### src/rtl/core/md5_pkg.sv
// Shared types, constants and table functions for the MD5 digest block.
`default_nettype none
package md5_pkg;

  localparam logic [31:0] IV_A = 32'h67452301;
  localparam logic [31:0] IV_B = 32'hefcdab89;
  localparam logic [31:0] IV_C = 32'h98badcfe;
  localparam logic [31:0] IV_D = 32'h10325476;
  localparam logic [7:0]  PAD_BYTE = 8'h80;
  localparam logic [3:0]  LEN_LO_IDX = 4'd14;
  localparam logic [3:0]  LEN_HI_IDX = 4'd15;
  localparam logic [3:0]  LAST_ZERO_IDX = 4'd13;

  typedef struct packed {
    logic [31:0] message_word;
    logic [2:0]  valid_bytes;
    logic        last_word;
  } msg_item_t;

  typedef struct packed {
    logic [31:0] digest_word0;
    logic [31:0] digest_word1;
    logic [31:0] digest_word2;
    logic [31:0] digest_word3;
  } digest_item_t;

  typedef struct packed {
    logic [31:0] a;
    logic [31:0] b;
    logic [31:0] c;
    logic [31:0] d;
  } abcd_t;

  typedef enum logic [3:0] {
    ST_ACCEPT,
    ST_LOAD,
    ST_STEP,
    ST_ADD,
    ST_PAD,
    ST_ZERO,
    ST_LEN_LO,
    ST_LEN_HI
  } state_t;

  typedef enum logic [1:0] {
    AFT_ACCEPT,
    AFT_PAD,
    AFT_ZERO,
    AFT_OUT
  } after_t;

  function automatic logic [3:0] msg_index(input logic [5:0] k);
    logic [3:0] p;
    p = k[3:0];
    case (k[5:4])
      2'd0: msg_index = p;
      2'd1: msg_index = 4'((p << 2) + p + 4'd1);
      2'd2: msg_index = 4'((p << 1) + p + 4'd5);
      default: msg_index = 4'((p << 3) - p);
    endcase
  endfunction

  function automatic logic [4:0] rot_amount(input logic [5:0] k);
    case ({k[5:4], k[1:0]})
      4'h0: rot_amount = 5'd7;
      4'h1: rot_amount = 5'd12;
      4'h2: rot_amount = 5'd17;
      4'h3: rot_amount = 5'd22;
      4'h4: rot_amount = 5'd5;
      4'h5: rot_amount = 5'd9;
      4'h6: rot_amount = 5'd14;
      4'h7: rot_amount = 5'd20;
      4'h8: rot_amount = 5'd4;
      4'h9: rot_amount = 5'd11;
      4'ha: rot_amount = 5'd16;
      4'hb: rot_amount = 5'd23;
      4'hc: rot_amount = 5'd6;
      4'hd: rot_amount = 5'd10;
      4'he: rot_amount = 5'd15;
      default: rot_amount = 5'd21;
    endcase
  endfunction

  function automatic logic [31:0] sine_k(input logic [5:0] k);
    case (k)
      6'd0:  sine_k = 32'hd76aa478;  6'd1:  sine_k = 32'he8c7b756;
      6'd2:  sine_k = 32'h242070db;  6'd3:  sine_k = 32'hc1bdceee;
      6'd4:  sine_k = 32'hf57c0faf;  6'd5:  sine_k = 32'h4787c62a;
      6'd6:  sine_k = 32'ha8304613;  6'd7:  sine_k = 32'hfd469501;
      6'd8:  sine_k = 32'h698098d8;  6'd9:  sine_k = 32'h8b44f7af;
      6'd10: sine_k = 32'hffff5bb1;  6'd11: sine_k = 32'h895cd7be;
      6'd12: sine_k = 32'h6b901122;  6'd13: sine_k = 32'hfd987193;
      6'd14: sine_k = 32'ha679438e;  6'd15: sine_k = 32'h49b40821;
      6'd16: sine_k = 32'hf61e2562;  6'd17: sine_k = 32'hc040b340;
      6'd18: sine_k = 32'h265e5a51;  6'd19: sine_k = 32'he9b6c7aa;
      6'd20: sine_k = 32'hd62f105d;  6'd21: sine_k = 32'h02441453;
      6'd22: sine_k = 32'hd8a1e681;  6'd23: sine_k = 32'he7d3fbc8;
      6'd24: sine_k = 32'h21e1cde6;  6'd25: sine_k = 32'hc33707d6;
      6'd26: sine_k = 32'hf4d50d87;  6'd27: sine_k = 32'h455a14ed;
      6'd28: sine_k = 32'ha9e3e905;  6'd29: sine_k = 32'hfcefa3f8;
      6'd30: sine_k = 32'h676f02d9;  6'd31: sine_k = 32'h8d2a4c8a;
      6'd32: sine_k = 32'hfffa3942;  6'd33: sine_k = 32'h8771f681;
      6'd34: sine_k = 32'h6d9d6122;  6'd35: sine_k = 32'hfde5380c;
      6'd36: sine_k = 32'ha4beea44;  6'd37: sine_k = 32'h4bdecfa9;
      6'd38: sine_k = 32'hf6bb4b60;  6'd39: sine_k = 32'hbebfbc70;
      6'd40: sine_k = 32'h289b7ec6;  6'd41: sine_k = 32'heaa127fa;
      6'd42: sine_k = 32'hd4ef3085;  6'd43: sine_k = 32'h04881d05;
      6'd44: sine_k = 32'hd9d4d039;  6'd45: sine_k = 32'he6db99e5;
      6'd46: sine_k = 32'h1fa27cf8;  6'd47: sine_k = 32'hc4ac5665;
      6'd48: sine_k = 32'hf4292244;  6'd49: sine_k = 32'h432aff97;
      6'd50: sine_k = 32'hab9423a7;  6'd51: sine_k = 32'hfc93a039;
      6'd52: sine_k = 32'h655b59c3;  6'd53: sine_k = 32'h8f0ccc92;
      6'd54: sine_k = 32'hffeff47d;  6'd55: sine_k = 32'h85845dd1;
      6'd56: sine_k = 32'h6fa87e4f;  6'd57: sine_k = 32'hfe2ce6e0;
      6'd58: sine_k = 32'ha3014314;  6'd59: sine_k = 32'h4e0811a1;
      6'd60: sine_k = 32'hf7537e82;  6'd61: sine_k = 32'hbd3af235;
      6'd62: sine_k = 32'h2ad7d2bb;  default: sine_k = 32'heb86d391;
    endcase
  endfunction

  function automatic logic [31:0] bswap32(input logic [31:0] v);
    bswap32 = {v[7:0], v[15:8], v[23:16], v[31:24]};
  endfunction

endpackage
`default_nettype wire

### src/rtl/core/md5_message_digest.sv
// MD5 digest top level: byte packing, block buffer RAM, padding and compression control.
// Each word is written into a 16-word block RAM. A full 64-byte block
// runs 64 steps, one per cycle, reading the message word from the RAM one step ahead,
// plus a load state to start and an add state to add into the chain. A last word adds
// the padding writes before each pass and one or two more block passes before the
// digest appears; the digest waits in an output register while the next message is
// taken in.
`default_nettype none
module md5_message_digest import md5_pkg::*; (
  input  wire logic         clk,
  input  wire logic         rst,
  input  wire logic         msg_valid,
  output logic              msg_ready,
  input  wire msg_item_t    msg,
  output logic              dig_valid,
  input  wire logic         dig_ready,
  output digest_item_t      dig
);
  logic [31:0] buf_mem [16];
  logic [31:0] rdata;

  state_t state, state_next;
  after_t after, after_next;
  abcd_t chain, work, step_out, sum;
  logic [5:0]  step, fill;
  logic [23:0] pend;
  logic [63:0] bit_len;
  logic [3:0]  wptr, wptr_next;

  logic        we;
  logic [3:0]  waddr, raddr;
  logic [31:0] wdata;

  logic [2:0]  nbytes;
  logic [31:0] wmask;
  logic [55:0] comb;
  logic [2:0]  total;
  logic [6:0]  fill_sum;
  logic        accept, out_free, finish;
  logic [3:0]  pidx;

  md5_step u_step (.cur(work), .m(rdata), .k(step), .nxt(step_out));

  always_comb begin
    nbytes = (msg.valid_bytes > 3'd4) ? 3'd4 : msg.valid_bytes;
    case (nbytes)
      3'd0: wmask = 32'h0;
      3'd1: wmask = 32'h000000ff;
      3'd2: wmask = 32'h0000ffff;
      3'd3: wmask = 32'h00ffffff;
      default: wmask = 32'hffffffff;
    endcase
    comb = {32'h0, pend} | ({24'h0, msg.message_word & wmask} << {fill[1:0], 3'b000});
    total = {1'b0, fill[1:0]} + nbytes;
    fill_sum = {1'b0, fill} + {4'h0, nbytes};
    pidx = fill[5:2];
    sum.a = chain.a + work.a;
    sum.b = chain.b + work.b;
    sum.c = chain.c + work.c;
    sum.d = chain.d + work.d;
    out_free = !dig_valid || dig_ready;
    accept = msg_valid && msg_ready;
  end

  always_comb begin
    state_next = state;
    after_next = after;
    wptr_next = wptr;
    msg_ready = 1'b0;
    we = 1'b0;
    waddr = pidx;
    wdata = comb[31:0];
    raddr = msg_index(6'(step + 6'd1));
    finish = 1'b0;
    case (state)
      ST_ACCEPT: begin
        msg_ready = 1'b1;
        if (msg_valid) begin
          we = total[2];
          if (fill_sum[6]) begin
            state_next = ST_LOAD;
            after_next = msg.last_word ? AFT_PAD : AFT_ACCEPT;
          end else if (msg.last_word) begin
            state_next = ST_PAD;
          end
        end
      end
      ST_LOAD: begin
        raddr = msg_index(6'd0);
        state_next = ST_STEP;
      end
      ST_STEP: begin
        if (step == 6'd63) state_next = ST_ADD;
      end
      ST_ADD: begin
        case (after)
          AFT_ACCEPT: state_next = ST_ACCEPT;
          AFT_PAD: state_next = ST_PAD;
          AFT_ZERO: begin
            wptr_next = 4'd0;
            state_next = ST_ZERO;
          end
          default: begin
            if (out_free) begin
              finish = 1'b1;
              state_next = ST_ACCEPT;
            end
          end
        endcase
      end
      ST_PAD: begin
        we = 1'b1;
        wdata = {8'h0, pend} | ({24'h0, PAD_BYTE} << {fill[1:0], 3'b000});
        if (pidx == LEN_HI_IDX) begin
          after_next = AFT_ZERO;
          state_next = ST_LOAD;
        end else if (pidx == LAST_ZERO_IDX) begin
          state_next = ST_LEN_LO;
        end else begin
          wptr_next = pidx + 4'd1;
          state_next = ST_ZERO;
        end
      end
      ST_ZERO: begin
        we = 1'b1;
        waddr = wptr;
        wdata = 32'h0;
        if (wptr == LEN_HI_IDX) begin
          after_next = AFT_ZERO;
          state_next = ST_LOAD;
        end else if (wptr == LAST_ZERO_IDX) begin
          state_next = ST_LEN_LO;
        end else begin
          wptr_next = wptr + 4'd1;
        end
      end
      ST_LEN_LO: begin
        we = 1'b1;
        waddr = LEN_LO_IDX;
        wdata = bit_len[31:0];
        state_next = ST_LEN_HI;
      end
      ST_LEN_HI: begin
        we = 1'b1;
        waddr = LEN_HI_IDX;
        wdata = bit_len[63:32];
        after_next = AFT_OUT;
        state_next = ST_LOAD;
      end
      default: state_next = ST_ACCEPT;
    endcase
  end

  always_ff @(posedge clk) begin
    if (we) buf_mem[waddr] <= wdata;
    rdata <= buf_mem[raddr];
  end

  always_ff @(posedge clk) begin
    if (rst) begin
      state <= ST_ACCEPT;
      after <= AFT_ACCEPT;
      wptr <= 4'd0;
      step <= 6'd0;
      fill <= 6'd0;
      pend <= 24'h0;
      bit_len <= 64'h0;
      chain <= '{a: IV_A, b: IV_B, c: IV_C, d: IV_D};
      work <= '0;
      dig_valid <= 1'b0;
    end else begin
      state <= state_next;
      after <= after_next;
      wptr <= wptr_next;
      if (finish) begin
        dig_valid <= 1'b1;
      end else if (dig_valid && dig_ready) begin
        dig_valid <= 1'b0;
      end
      if (accept) begin
        fill <= fill_sum[5:0];
        pend <= total[2] ? comb[55:32] : comb[23:0];
        bit_len <= bit_len + {58'h0, nbytes, 3'b000};
      end
      case (state)
        ST_LOAD: begin
          work <= chain;
          step <= 6'd0;
        end
        ST_STEP: begin
          work <= step_out;
          step <= 6'(step + 6'd1);
        end
        ST_ADD: begin
          if (finish) begin
            chain <= '{a: IV_A, b: IV_B, c: IV_C, d: IV_D};
            work <= '0;
            fill <= 6'd0;
            pend <= 24'h0;
            bit_len <= 64'h0;
          end else if (after != AFT_OUT) begin
            chain <= sum;
          end
        end
        default: ;
      endcase
    end
  end

  always_ff @(posedge clk) begin
    if (finish) begin
      dig.digest_word0 <= bswap32(sum.a);
      dig.digest_word1 <= bswap32(sum.b);
      dig.digest_word2 <= bswap32(sum.c);
      dig.digest_word3 <= bswap32(sum.d);
    end
  end

  assert property (@(posedge clk) disable iff (rst)
    state == ST_STEP && step == 6'd63 |=> state == ST_ADD)
    else $error("step sequence did not end in chain add");

  assert property (@(posedge clk) disable iff (rst)
    accept && fill_sum[6] |=> state == ST_LOAD)
    else $error("full block did not start compression");

  assert property (@(posedge clk) disable iff (rst)
    state == ST_ADD && after == AFT_OUT && dig_valid && !dig_ready |=> state == ST_ADD)
    else $error("digest overwrote a pending item");

  assert property (@(posedge clk) disable iff (rst)
    finish |=> dig_valid && fill == 6'd0)
    else $error("digest finish did not restart message");
endmodule
`default_nettype wire

### src/rtl/core/md5_step.sv
// One MD5 step: round function, add chain, rotate and register shuffle.
`default_nettype none
module md5_step import md5_pkg::*; (
  input  wire abcd_t       cur,
  input  wire logic [31:0] m,
  input  wire logic [5:0]  k,
  output abcd_t            nxt
);
  logic [31:0] f;
  logic [31:0] t;
  logic [63:0] rot;

  always_comb begin
    case (k[5:4])
      2'd0: f = (cur.b & cur.c) | (~cur.b & cur.d);
      2'd1: f = (cur.b & cur.d) | (cur.c & ~cur.d);
      2'd2: f = cur.b ^ cur.c ^ cur.d;
      default: f = cur.c ^ (cur.b | ~cur.d);
    endcase
    t = cur.a + f + m + sine_k(k);
    rot = {t, t} << rot_amount(k);
    nxt.a = cur.d;
    nxt.b = cur.b + rot[63:32];
    nxt.c = cur.b;
    nxt.d = cur.c;
  end
endmodule
`default_nettype wire
### config.mk
export PLATFORM = sky130hd
export DESIGN_NAME = md5_message_digest
export DESIGN_NICKNAME = d
export VERILOG_FILES = /design/src/rtl/core/md5_pkg.sv /design/src/rtl/core/md5_message_digest.sv /design/src/rtl/core/md5_step.sv
export SDC_FILE = /design/constraint.sdc
export NUM_CORES = 2
export LEC_CHECK = 0
export ABC_AREA = 1
export BUFFER_PORTS_ARGS = -buffer_cell sky130_fd_sc_hd__buf_2
export CORE_UTILIZATION = 60
export CTS_CLUSTER_SIZE = 24
export DETAILED_ROUTE_END_ITERATION = 10
export GPL_ROUTABILITY_DRIVEN = 0
export PLACE_DENSITY = 0.76
export SYNTH_ARGS = -nofsm -noshare
export SYNTH_HDL_FRONTEND = slang
export SYNTH_SLANG_ARGS = --single-unit
export TNS_END_PERCENT = 5
### constraint.sdc
create_clock -name clk -period 29.5 [get_ports clk]
set_input_delay 8.85 -clock clk [delete_from_list [all_inputs] [get_ports clk]]
set_output_delay 8.85 -clock clk [all_outputs]
set_load 0.005 [all_outputs]
==> qor.csv <==
stage;metric;value;unit
clock_tree;clock-pin slew on the worst setup and hold paths;0.06;ns
synth;Synth area leader;edfxtp_1;
clock_tree;clk sink count;1072;
timing;Slew Limit Fails;0;
timing;Layout Skew;0.0751;ns
run_status;status;complete, but fails checks;
timing;RSZ-0062 raised after global routing;no;
synth;Async S/R FF share, synth;0;%
timing;fin crit share;40.9;%
critical_path;Crit. End Element;register;
critical_path;critical path fanouts, max;32;
routing;total routed wirelength;201000;um
clock_tree;clk buf depth;3;
floorplanning;Ports;170;
final_layout;layout net count;7845;
timing;Slew Limit Headroom;4.24;%
place;Place WS;16.69;ns
synth;Mean Syn Cell Area;8.18;um2
timing;final hold violation count;0;
clock_tree;post-cts sizing count;0;
final_layout;design area;67100;um2
clock_tree;postcts setup bufs;0;
global_routing;Total Routing Usage GR;38.1;%
clock_tree;CTS Buf Count;111;
clock_tree;root buf cell;clkbuf_16;
routing;wire length per cell;22.4;um
run_status;failing checks;design-rule violations;
synth;Synth Flop Type;edfxtp_1;
floorplanning;chip height;322;um
routing;DR vias/cell;6.26;
routing;DRC viols;3;
synth;number of synthesized flops with an enable pin;640;
synth;top-area cell type share of the netlist area;31.3;%
clock_tree;Worst-Skew Late Latency;0.80;ns
routing;initial DRC count;8675;
global_routing;largest net degree at the start of global routing;148;
job;maxcap violations;0;
synth;YS warnings;0;
place;post-detail-place hpwl;142000;um
global_routing;initial antenna violation count;13;
synth;area of the mapped netlist;61300;um2
floorplanning;Die W;322;um
global_routing;first-pass GRT wire length;300000;um
final_layout;Layout Utilization;66.7;%
critical_path;CP Data Arrival Time;12.43;ns
synth;Mapped Nets;7836;
routing;post-route ant nets;0;
timing;worst-margin pin slew;1.42;ns
synth;post-synthesis cell type count;67;
floorplanning;die area;103000;um2
floorplanning;Starting Density;60.9;%
final_layout;Area Overhead vs Synth;9.49;%
clock_tree;H-tree depth;3;
place;Port Buffers;169;
routing;detailed-route via count;56100;
synth;Synth Instances;7498;
global_routing;number of global-route vias before repair;51400;
critical_path;CP required;29.87;ns
floorplanning;row count;116;
timing;Max Fclk;82.9;MHz
synth;Yosys reg bits;1072;
critical_path;Setup CP Type;in -> reg;
clock_tree;CTS tree;yes;
timing;final worst slack;17.44;ns
timing;final setup vio count;0;
clock_tree;hold_buf cts;0;
synth;sequential element share of the synthesized area;45.4;%
final_layout;ratio of cells with drive above 1 in the final layout;7.36;%
timing;Tmin final;12.06;ns
routing;drt pass-1 iters;11;
critical_path;Critical Path Source Type;input pin;
min_path;min-delay worst type;reg -> reg;
global_routing;total grt overflow;0;
synth;largest cells by area after synthesis;edfxtp_1 31%, dfxtp_1 14%, nand2_1 9.5%, o21ai_0 6.2%, inv_1 5.9%;
timing;setup_tns;0;ns
floorplanning;core area;101000;um2
place;total placed instance area;63300;um2
==> cell type report <==
| class | instances | area (um2) |
|---|---|---|
| inverter | 1006 | 3790 |
| tap | 1357 | 1700 |
| antenna | 3 | 7.51 |
| multi-input combinational | 5075 | 28600 |
| clock inverter | 72 | 840 |
| sequential | 1072 | 27900 |
| timing repair buffer | 241 | 1410 |
| fill | 8253 | 33600 |
| clock buffer | 140 | 2960 |
==> cell families after synthesis <==
logic type | after synthesis | synth area share [%]
AO/OA/AOI/OAI | 2029 | 19.4
flip-flops | 1072 | 45.4
XOR/XNOR | 148 | 2.13
adder cells (fa/ha/maj) | 298 | 6.92
buffers and inverters | 1351 | 8.42
multiplexers | 1 | 0.0163
AND/OR/NAND/NOR | 2599 | 17.7
==> routing by layer <==
| layer | vias to the layer above | part of all wire (%) | GRT usage (%) | wire [um] |
|---|---|---|---|---|
| met3 | 927 | 12 | 8.39 | 23600 |
| met2 | 3580 | 43 | 58.3 | 86600 |
| met1 | 25800 | 36 | 46.8 | 71500 |
| met4 | 12 | 9.7 | 30.1 | 19500 |
| li1 | 25800 | - | - | - |
| met5 | - | 0.043 | 0 | 87 |
==> final timing paths <==
kind | from | end | slack, ns | cells after the start
worst max register to register | step[4]$_SDFFE_PP0N_ | work[82]$_SDFFE_PP0P_ | 21.04 | 40
worst min register to register | bit_len[62]$_SDFF_PP0_ | bit_len[62]$_SDFF_PP0_ | 0.46 | 1
worst min-delay path | bit_len[62]$_SDFF_PP0_ | bit_len[62]$_SDFF_PP0_ | 0.46 | 1
worst max-delay path | msg[3] | buf_mem[8][21]$_DFFE_PP_ | 17.44 | 9
==> cells in the mapped netlist, drive strengths merged (21+ instances only) <==
cell type,count
fa,69
nand3,440
a31oi,100
nor4,23
a221oi,73
dfxtp,432
o31ai,29
o21ai,799
clkbuf,266
xnor2,43
a221o,35
inv,998
xor2,105
o221ai,85
nor3,86
a211oi,51
buf,79
or2,21
nand4,32
nor2,408
o211ai,80
ha,229
o21a,22
edfxtp,640
nand2,1563
a21oi,636
o22ai,21
a21o,24
==> cell usage in the layout, fill, tap and decap left out, types with 112 or more instances in the layout <==
master	instances
nand2_1	1554
edfxtp_1	640
dfxtp_1	432
buf_2	168
inv_1	958
o21ai_0	758
clkbuf_16	112
nor2_1	364
a21oi_1	634
nand3_1	437
ha_1	229
==> state kept, by name (all words and copies together) (netlist names), named ones only <==
name / count
bit_len: 61
chain: 128
step: 6
buf_mem: 512
dig: 128
state: 3
rdata: 32
fill: 6
after: 2
pend: 24
dig_valid: 1
work: 128
wptr: 4
==> worst max-delay path, cell delays in order <==
cell     delay, ns
buf_2         0.36
nor2_1        0.14
ha_1          0.24
fa_1          0.45
xnor2_1       0.15
buf_4         0.22
o21ai_0       0.55
nand3_1       0.45
nor2_4        0.97
==> per-stage QoR <==
stage,instances,hold WS (ns)
6_report,8966,0.460
5_1_grt,8964,0.490
3_3_place_gp,8751,0.440
3_5_place_dp,8751,0.457
4_1_cts,8963,0.465
2_1_floorplan,7498,0.422
Power is left out: the tool's default activity adds up to more than one toggle a clock period on the data nets, which glitch-free logic cannot reach.
